**src/rtl/periodic_displacement_histogram_macros.svh**
```systemverilog
// Assertion macros shared by the histogram block.
`ifndef PERIODIC_DISPLACEMENT_HISTOGRAM_MACROS_SVH
`define PERIODIC_DISPLACEMENT_HISTOGRAM_MACROS_SVH
`ifndef ASSERT_OFF
// Same-cycle implication, checked out of reset.
`define PDH_ASSERT_IMP(lbl, ante, cons) \
  lbl: assert property (@(posedge clk_i) disable iff (!rst_ni) (ante) |-> (cons)) \
    else $error("pdh assertion failed");
// Next-cycle implication, checked out of reset.
`define PDH_ASSERT_NXT(lbl, ante, cons) \
  lbl: assert property (@(posedge clk_i) disable iff (!rst_ni) (ante) |=> (cons)) \
    else $error("pdh assertion failed");
`else
`define PDH_ASSERT_IMP(lbl, ante, cons)
`define PDH_ASSERT_NXT(lbl, ante, cons)
`endif
`endif

```
**src/rtl/pdh_pkg.sv**
```systemverilog
package pdh_pkg;

  localparam int unsigned NUM_BINS    = 256;
  localparam int unsigned NUM_SPECIES = 3;
  localparam int unsigned BIN_W       = $clog2(NUM_BINS);
  localparam int unsigned NUM_ENTRIES = NUM_BINS * NUM_SPECIES;
  localparam int unsigned ADDR_W      = $clog2(NUM_ENTRIES);
  localparam int unsigned STEP_W      = 5;

  // Command codes of a request.
  localparam logic CMD_ACCUM = 1'b0;
  localparam logic CMD_READ  = 1'b1;

  // Configuration register indexes.
  typedef enum logic [2:0] {
    REG_AXIS_MODE  = 3'd0,
    REG_BOX_SIZE   = 3'd1,
    REG_BIN_WIDTH  = 3'd2,
    REG_BINS_USED  = 3'd3,
    REG_FAR_THRESH = 3'd4,
    REG_LIMIT_LOW  = 3'd5,
    REG_LIMIT_HIGH = 3'd6
  } pdh_reg_e;

  typedef struct packed {
    logic        command;
    logic [30:0] old_x;
    logic [30:0] old_y;
    logic [30:0] old_z;
    logic [30:0] new_x;
    logic [30:0] new_y;
    logic [30:0] new_z;
    logic [15:0] charge;
    logic [1:0]  read_species;
    logic [7:0]  read_bin;
  } pdh_in_t;

  typedef struct packed {
    logic [31:0] distance;
    logic [1:0]  species;
    logic [7:0]  bin_index;
    logic        bin_hit;
    logic [31:0] bin_count;
    logic [63:0] square_sum;
  } pdh_out_t;

  typedef enum logic [3:0] {
    S_CLEAR, S_IDLE, S_MIN, S_SQ0, S_SQ1, S_SQ2, S_SQ3, S_ROOT_INIT,
    S_ROOT, S_RSQ, S_DIV, S_SUM, S_MRD, S_MWR, S_OUT
  } pdh_state_e;

  // Commands from the controller to the datapath.
  typedef struct packed {
    logic       clr;
    logic       load;
    logic       mimg;
    logic       mul_en;
    logic [1:0] mul_sel;
    logic       acc_ld;
    logic       acc_add;
    logic       root_init;
    logic       root_step;
    logic       rsq;
    logic       div_step;
    logic       sum_upd;
    logic       mem_rd;
    logic       mem_wr;
    logic       out_ld;
  } pdh_cmd_t;

  // Status from the datapath to the controller.
  typedef struct packed {
    logic clr_last;
    logic step_last;
    logic is_read;
    logic mode3d;
    logic out_free;
  } pdh_stat_t;

endpackage

```
**src/rtl/pdh_ctrl.sv**
```systemverilog
module pdh_ctrl import pdh_pkg::*; (
  input  logic       clk_i,
  input  logic       rst_ni,
  input  logic       in_valid_i,
  output logic       in_stall_o,
  input  pdh_stat_t  stat_i,
  output pdh_cmd_t   cmd_o
);

  pdh_state_e state_q, state_d;

  // State register.
  always_ff @(posedge clk_i or negedge rst_ni) begin
    if (!rst_ni) begin
      state_q <= S_CLEAR;
    end else begin
      state_q <= state_d;
    end
  end

  // Next state.
  always_comb begin
    state_d = state_q;
    unique case (state_q)
      S_CLEAR:     if (stat_i.clr_last) state_d = S_IDLE;
      S_IDLE:      if (in_valid_i) state_d = S_MIN;
      S_MIN:       begin
        if (stat_i.is_read) state_d = S_MRD;
        else if (stat_i.mode3d) state_d = S_SQ0;
        else state_d = S_RSQ;
      end
      S_SQ0:       state_d = S_SQ1;
      S_SQ1:       state_d = S_SQ2;
      S_SQ2:       state_d = S_SQ3;
      S_SQ3:       state_d = S_ROOT_INIT;
      S_ROOT_INIT: state_d = S_ROOT;
      S_ROOT:      if (stat_i.step_last) state_d = S_RSQ;
      S_RSQ:       state_d = S_DIV;
      S_DIV:       if (stat_i.step_last) state_d = S_SUM;
      S_SUM:       state_d = S_MRD;
      S_MRD:       state_d = S_MWR;
      S_MWR:       state_d = S_OUT;
      S_OUT:       if (stat_i.out_free) state_d = S_IDLE;
      default:     state_d = S_IDLE;
    endcase
  end

  // Command outputs.
  always_comb begin
    cmd_o      = '0;
    in_stall_o = 1'b1;
    unique case (state_q)
      S_CLEAR:     cmd_o.clr = 1'b1;
      S_IDLE:      begin
        in_stall_o = 1'b0;
        cmd_o.load = in_valid_i;
      end
      S_MIN:       cmd_o.mimg = 1'b1;
      S_SQ0:       begin
        cmd_o.mul_en  = 1'b1;
        cmd_o.mul_sel = 2'd0;
      end
      S_SQ1:       begin
        cmd_o.mul_en  = 1'b1;
        cmd_o.mul_sel = 2'd1;
        cmd_o.acc_ld  = 1'b1;
      end
      S_SQ2:       begin
        cmd_o.mul_en  = 1'b1;
        cmd_o.mul_sel = 2'd2;
        cmd_o.acc_add = 1'b1;
      end
      S_SQ3:       cmd_o.acc_add   = 1'b1;
      S_ROOT_INIT: cmd_o.root_init = 1'b1;
      S_ROOT:      cmd_o.root_step = 1'b1;
      S_RSQ:       cmd_o.rsq       = 1'b1;
      S_DIV:       cmd_o.div_step  = 1'b1;
      S_SUM:       cmd_o.sum_upd   = 1'b1;
      S_MRD:       cmd_o.mem_rd    = 1'b1;
      S_MWR:       cmd_o.mem_wr    = 1'b1;
      S_OUT:       cmd_o.out_ld    = stat_i.out_free;
      default:     cmd_o = '0;
    endcase
  end

endmodule

```
**config.mk**
```make
export PLATFORM = sky130hd
export DESIGN_NAME = pdh_ctrl
export DESIGN_NICKNAME = d
export VERILOG_FILES = /design/src/rtl/periodic_displacement_histogram_macros.svh /design/src/rtl/pdh_pkg.sv /design/src/rtl/pdh_ctrl.sv
export SDC_FILE = /design/constraint.sdc
export NUM_CORES = 1
export LEC_CHECK = 0
export ABC_AREA = 1
export BUFFER_PORTS_ARGS = -buffer_cell sky130_fd_sc_hd__buf_2
export CAP_MARGIN = 20
export CELL_PAD_IN_SITES_DETAIL_PLACEMENT = 1
export CELL_PAD_IN_SITES_GLOBAL_PLACEMENT = 1
export CORE_UTILIZATION = 29
export DETAILED_ROUTE_END_ITERATION = 10
export PLACE_DENSITY_LB_ADDON = 0.1
export SYNTH_ARGS = -nofsm -noshare
export SYNTH_HDL_FRONTEND = slang
export SYNTH_SLANG_ARGS = --single-unit
```
**constraint.sdc**
```tcl
create_clock -name clk_i -period 3.59 [get_ports clk_i]
set_input_delay 0.718 -clock clk_i [delete_from_list [all_inputs] [get_ports clk_i]]
set_output_delay 0.718 -clock clk_i [all_outputs]
set_load 0.01 [all_outputs]
```
=== After elaboration in Yosys (flattened, before gate mapping) ===
Index checks and enable logic that the tools add are counted.

* Reductions and logical operators: 3
* Mux-type cells: 23
* Eq/ne operators: 19

{| class="wikitable"
|+ Operators by type and width
! cell !! number
|-
| one-hot mux 4 bit (15 select lines) || 1
|-
| == test 4 bit (second input constant) || 7
|-
| 2-to-1 mux 4 bit || 7
|-
| == test 4 x 3 -> 1 bit (second input constant) || 4
|-
| 2-to-1 mux 1 bit || 14
|-
| inequality test 2 bit (second input constant) || 5
|-
| one-hot mux 3 bit (3 select lines) || 1
|-
| == test 4 x 2 -> 1 bit (second input constant) || 2
|-
| AND reduction 5 bit || 1
|-
| == test 4 x 1 -> 1 bit (second input constant) || 1
|-
| zero test 4 bit || 1
|-
| OR reduction 2 bit || 1
|}

* Logic and storage cells: 46
* Bits in registers: 4
* Input bits: 8
* Output and inout bits: 17

=== Longest topological paths before layout ===
* Depth after elaboration: 3
* Mapped depth: 8
* Gate-level depth less buffers: 7

=== Worst setup path after synthesis ===
Ideal clock, no wire load.

* Path kind: input -> output
* From: in stat_i[0] (netlist bit)
* To: out cmd_o[0] (netlist bit)
* Data required time: 2.872 ns
* Setup slack: 1.806 ns
* Buffers on the path: 0
* Arrival time: 1.066 ns
* Stages: 2
* Cells stage by stage: inv_1 -> nor3_1

{| class="wikitable"
|+ RTL lines
! element !! line !! source
|-
| start: declaration || pdh_ctrl.sv:6 || <nowiki>input pdh_stat_t stat_i,</nowiki>
|-
| end: declaration || pdh_ctrl.sv:7 || <nowiki>output pdh_cmd_t cmd_o</nowiki>
|}

==> results.py <==
metrics = {
    "finish": {
        "antenna_cells": 0,
        "final-seq-area_um2": 100,
        "nets": 126,
        "layout-drive-gt1-share_pct": 31.9,
        "nFillCells": 240,
        "top_regs": "state_q: 4 flops",
        "multi_input_area_um2": 312,
        "largest_reg_flops": 4,
        "area_growth_pct": 30.3,
        "top_register": "state_q",
    },
    "timing": {
        "tightestPinTransition_ps": 419,
        "period_minus_slack_ps": 2120,
        "tns_ps": 0,
        "finalHoldViolations": 0,
        "setup_viol": 0,
        "slew_headroom_pct": 72.0,
        "slew_violations": 0,
        "max_freq_mhz": 471,
        "fin_crit_sh_pct": 59.1,
        "final.setup_skew_ps": 7.45,
        "fin_ws_ps": 1470,
        "rsz0062_at_grt": "false",
    },
    "yosys": {
        "synth_most_common_cell": "nand2_1",
        "synthCells": 91,
        "yosysTopAreaCell": "nand2_1",
        "ys.warnings.count": 0,
        "ys_types": 16,
        "synth_area_um2": 487,
        "syn_area_per_cell_um2": 5.35,
        "netlist_top_cells_area": "nand2_1 (22%), dfrtp_1 (21%), nor2_1 (18%), inv_1 (11%), nand3_2 (6.2%)",
        "synth_nets": 99,
        "ys.flop_type": "dfrtp_1",
        "yosysSeqAreaShare_pct": 20.6,
        "ys_seq_elements": 4,
        "ys_async_sr_fraction_pct": 100,
        "synth_top_area_share_pct": 22.4,
        "synth-edff-count": 0,
        "synthTopCellsByCount": "nand2_1 (29), nor2_1 (23), inv_1 (14)",
    },
    "routing": {
        "vias": 629,
        "routed_via_density": 4.77,
        "drtIter0Drc": 17,
        "wl_um": 1540,
        "routedWlPerCell_um": 11.6,
        "remaining_drc_errors": 0,
        "detail-route-antenna-nets": 0,
        "first_pass_iters": 4,
    },
    "critical_path": {
        "critPathLaunchType": "flop",
        "worstPathCellList": "nor2_1 > nand2_1 > nor2_1 > buf_2",
        "worst_ep_arrival_time_ps": 1400,
        "worstPathRequired_ps": 2870,
        "crit_path_max_incr_delay_ps": 450,
        "worstPathMaxFanout": 7,
        "slowest_stage": "dfrtp_1",
        "cpMostUsedCell": "nor2_1",
        "path_class": "reg2out",
        "worstSetupEndpointType": "output port",
    },
    "placed_design": {
        "io_buffers": 24,
        "gp_congestion": 0.740,
        "hpwlAfterDp_um": 1320,
        "dpl_worst_slack_ps": 1710,
    },
    "clock_tree": {
        "cts_tree": "yes",
        "clkSinkCount": 4,
        "postCtsSetupRepairBufs": 0,
        "cts_buffers": 3,
        "cts-htree-levels": 1,
        "cts_resized": 0,
        "root_buffer": "clkbuf_4",
        "cts.hold.buffers_added": 0,
        "clkTransAtPathRegs_ps": 40,
        "clock_path_buffers": 2,
        "clock_latency_ps": 240,
    },
    "floorplanning": {
        "die-area_um2": 1850,
        "die_w_um": 43.0,
        "core_um2": 1540,
        "pin_count": 25,
        "initial_core_util_pct": 31.6,
        "std_cell_rows": 14,
        "die_h_um": 43.0,
    },
    "worst_hold_path": {
        "hp-class": "in2async",
    },
    "job": {
        "drv_cap": 0,
    },
    "pwr": {
        "cellPowerDensity_nw_per_um2": 883,
        "power_uw": 560,
        "vdd_drop_max_v": 0.000280,
        "p_leak_nw": 0.428,
    },
    "global_route": {
        "grt_max_degree": 9,
        "grt_pass1_wl_um": 2530,
        "grt_antenna_before_repair": 0,
        "grt_pass1_vias": 585,
        "overflow": 0,
        "grtUsageTotal_pct": 18.2,
    },
    "outcome": {
        "status": "completed",
    },
}
layout by cell type, fill, tap and decap left out:
cell type   n
nor3_1      1
inv_1      14
nor3b_1     1
inv_2       2
nor2_2      3
buf_2      24
o21ai_0     1
o21ai_1     1
nand2_2     1
clkbuf_4    3
nand3_1     4
nand2_1    29
nand3b_1    1
nor2_1     23
o21bai_2    1
nand3_2     3
dfrtp_1     4
per-layer routing:
| metal | wire length [um] | track usage (%) |
|---|---|---|
| met4 | 38 | 7.88 |
| met5 | 0 | 0 |
| met3 | 62 | 1.28 |
| met2 | 744 | 29.7 |
| met1 | 692 | 24.4 |
cell families (layout without fill, tap and decap cells):
kind of cell	count (synthesis)	after routing	share of synthesized area (%)
buffers and inverters	18	43	15.4
AND/OR/NAND/NOR	66	66	59.6
AO/OA/AOI/OAI	3	3	4.37
flip-flops	4	4	20.6
critical path: cells and delay by family, from the launching register on:
family | cells | cell delay [ps]
flip-flops | 1 | 450
buffers and inverters | 1 | 130
AND/OR/NAND/NOR | 3 | 580
power breakdown:
group | switching [mW] | internal, mW | leakage [nW]
clock | 0.0209 | 0.0376 | 0.0138
combinational | 0.259 | 0.133 | 0.365
sequential | 0.0411 | 0.0696 | 0.0491
layout make-up:
cell class / count / area share (%)
multi-input combinational: 69 / 49.1
timing repair buffer: 24 / 18.9
sequential: 4 / 15.8
inverter: 16 / 9.47
clock buffer: 3 / 3.55
tap: 16 / 3.16
path summary, 6_finish.rpt:
check	start	slack [ps]	to	cells past startpoint
min in group clk_i	stat_i[3]	770	state_q[1]	4
max in group asynchronous	rst_ni	3190	state_q[1]	1
min	rst_ni	270	state_q[3]	1
max	state_q[3]	1470	cmd_o[14]	4
min reg2reg	state_q[2]	780	state_q[0]	3
max reg2reg	state_q[3]	2240	state_q[0]	6
stage by stage:
stage	instances	hold WS, ps	util (%)	instance area, um^2
after global placement	129	523	39.7	612
after global routing	132	281	41.2	634
final	132	273	41.2	634
after CTS	132	283	41.2	634
after detailed placement	129	530	39.7	612
after floorplan	91	422	-	487
Note: power is estimated with default switching activity, not from simulation.
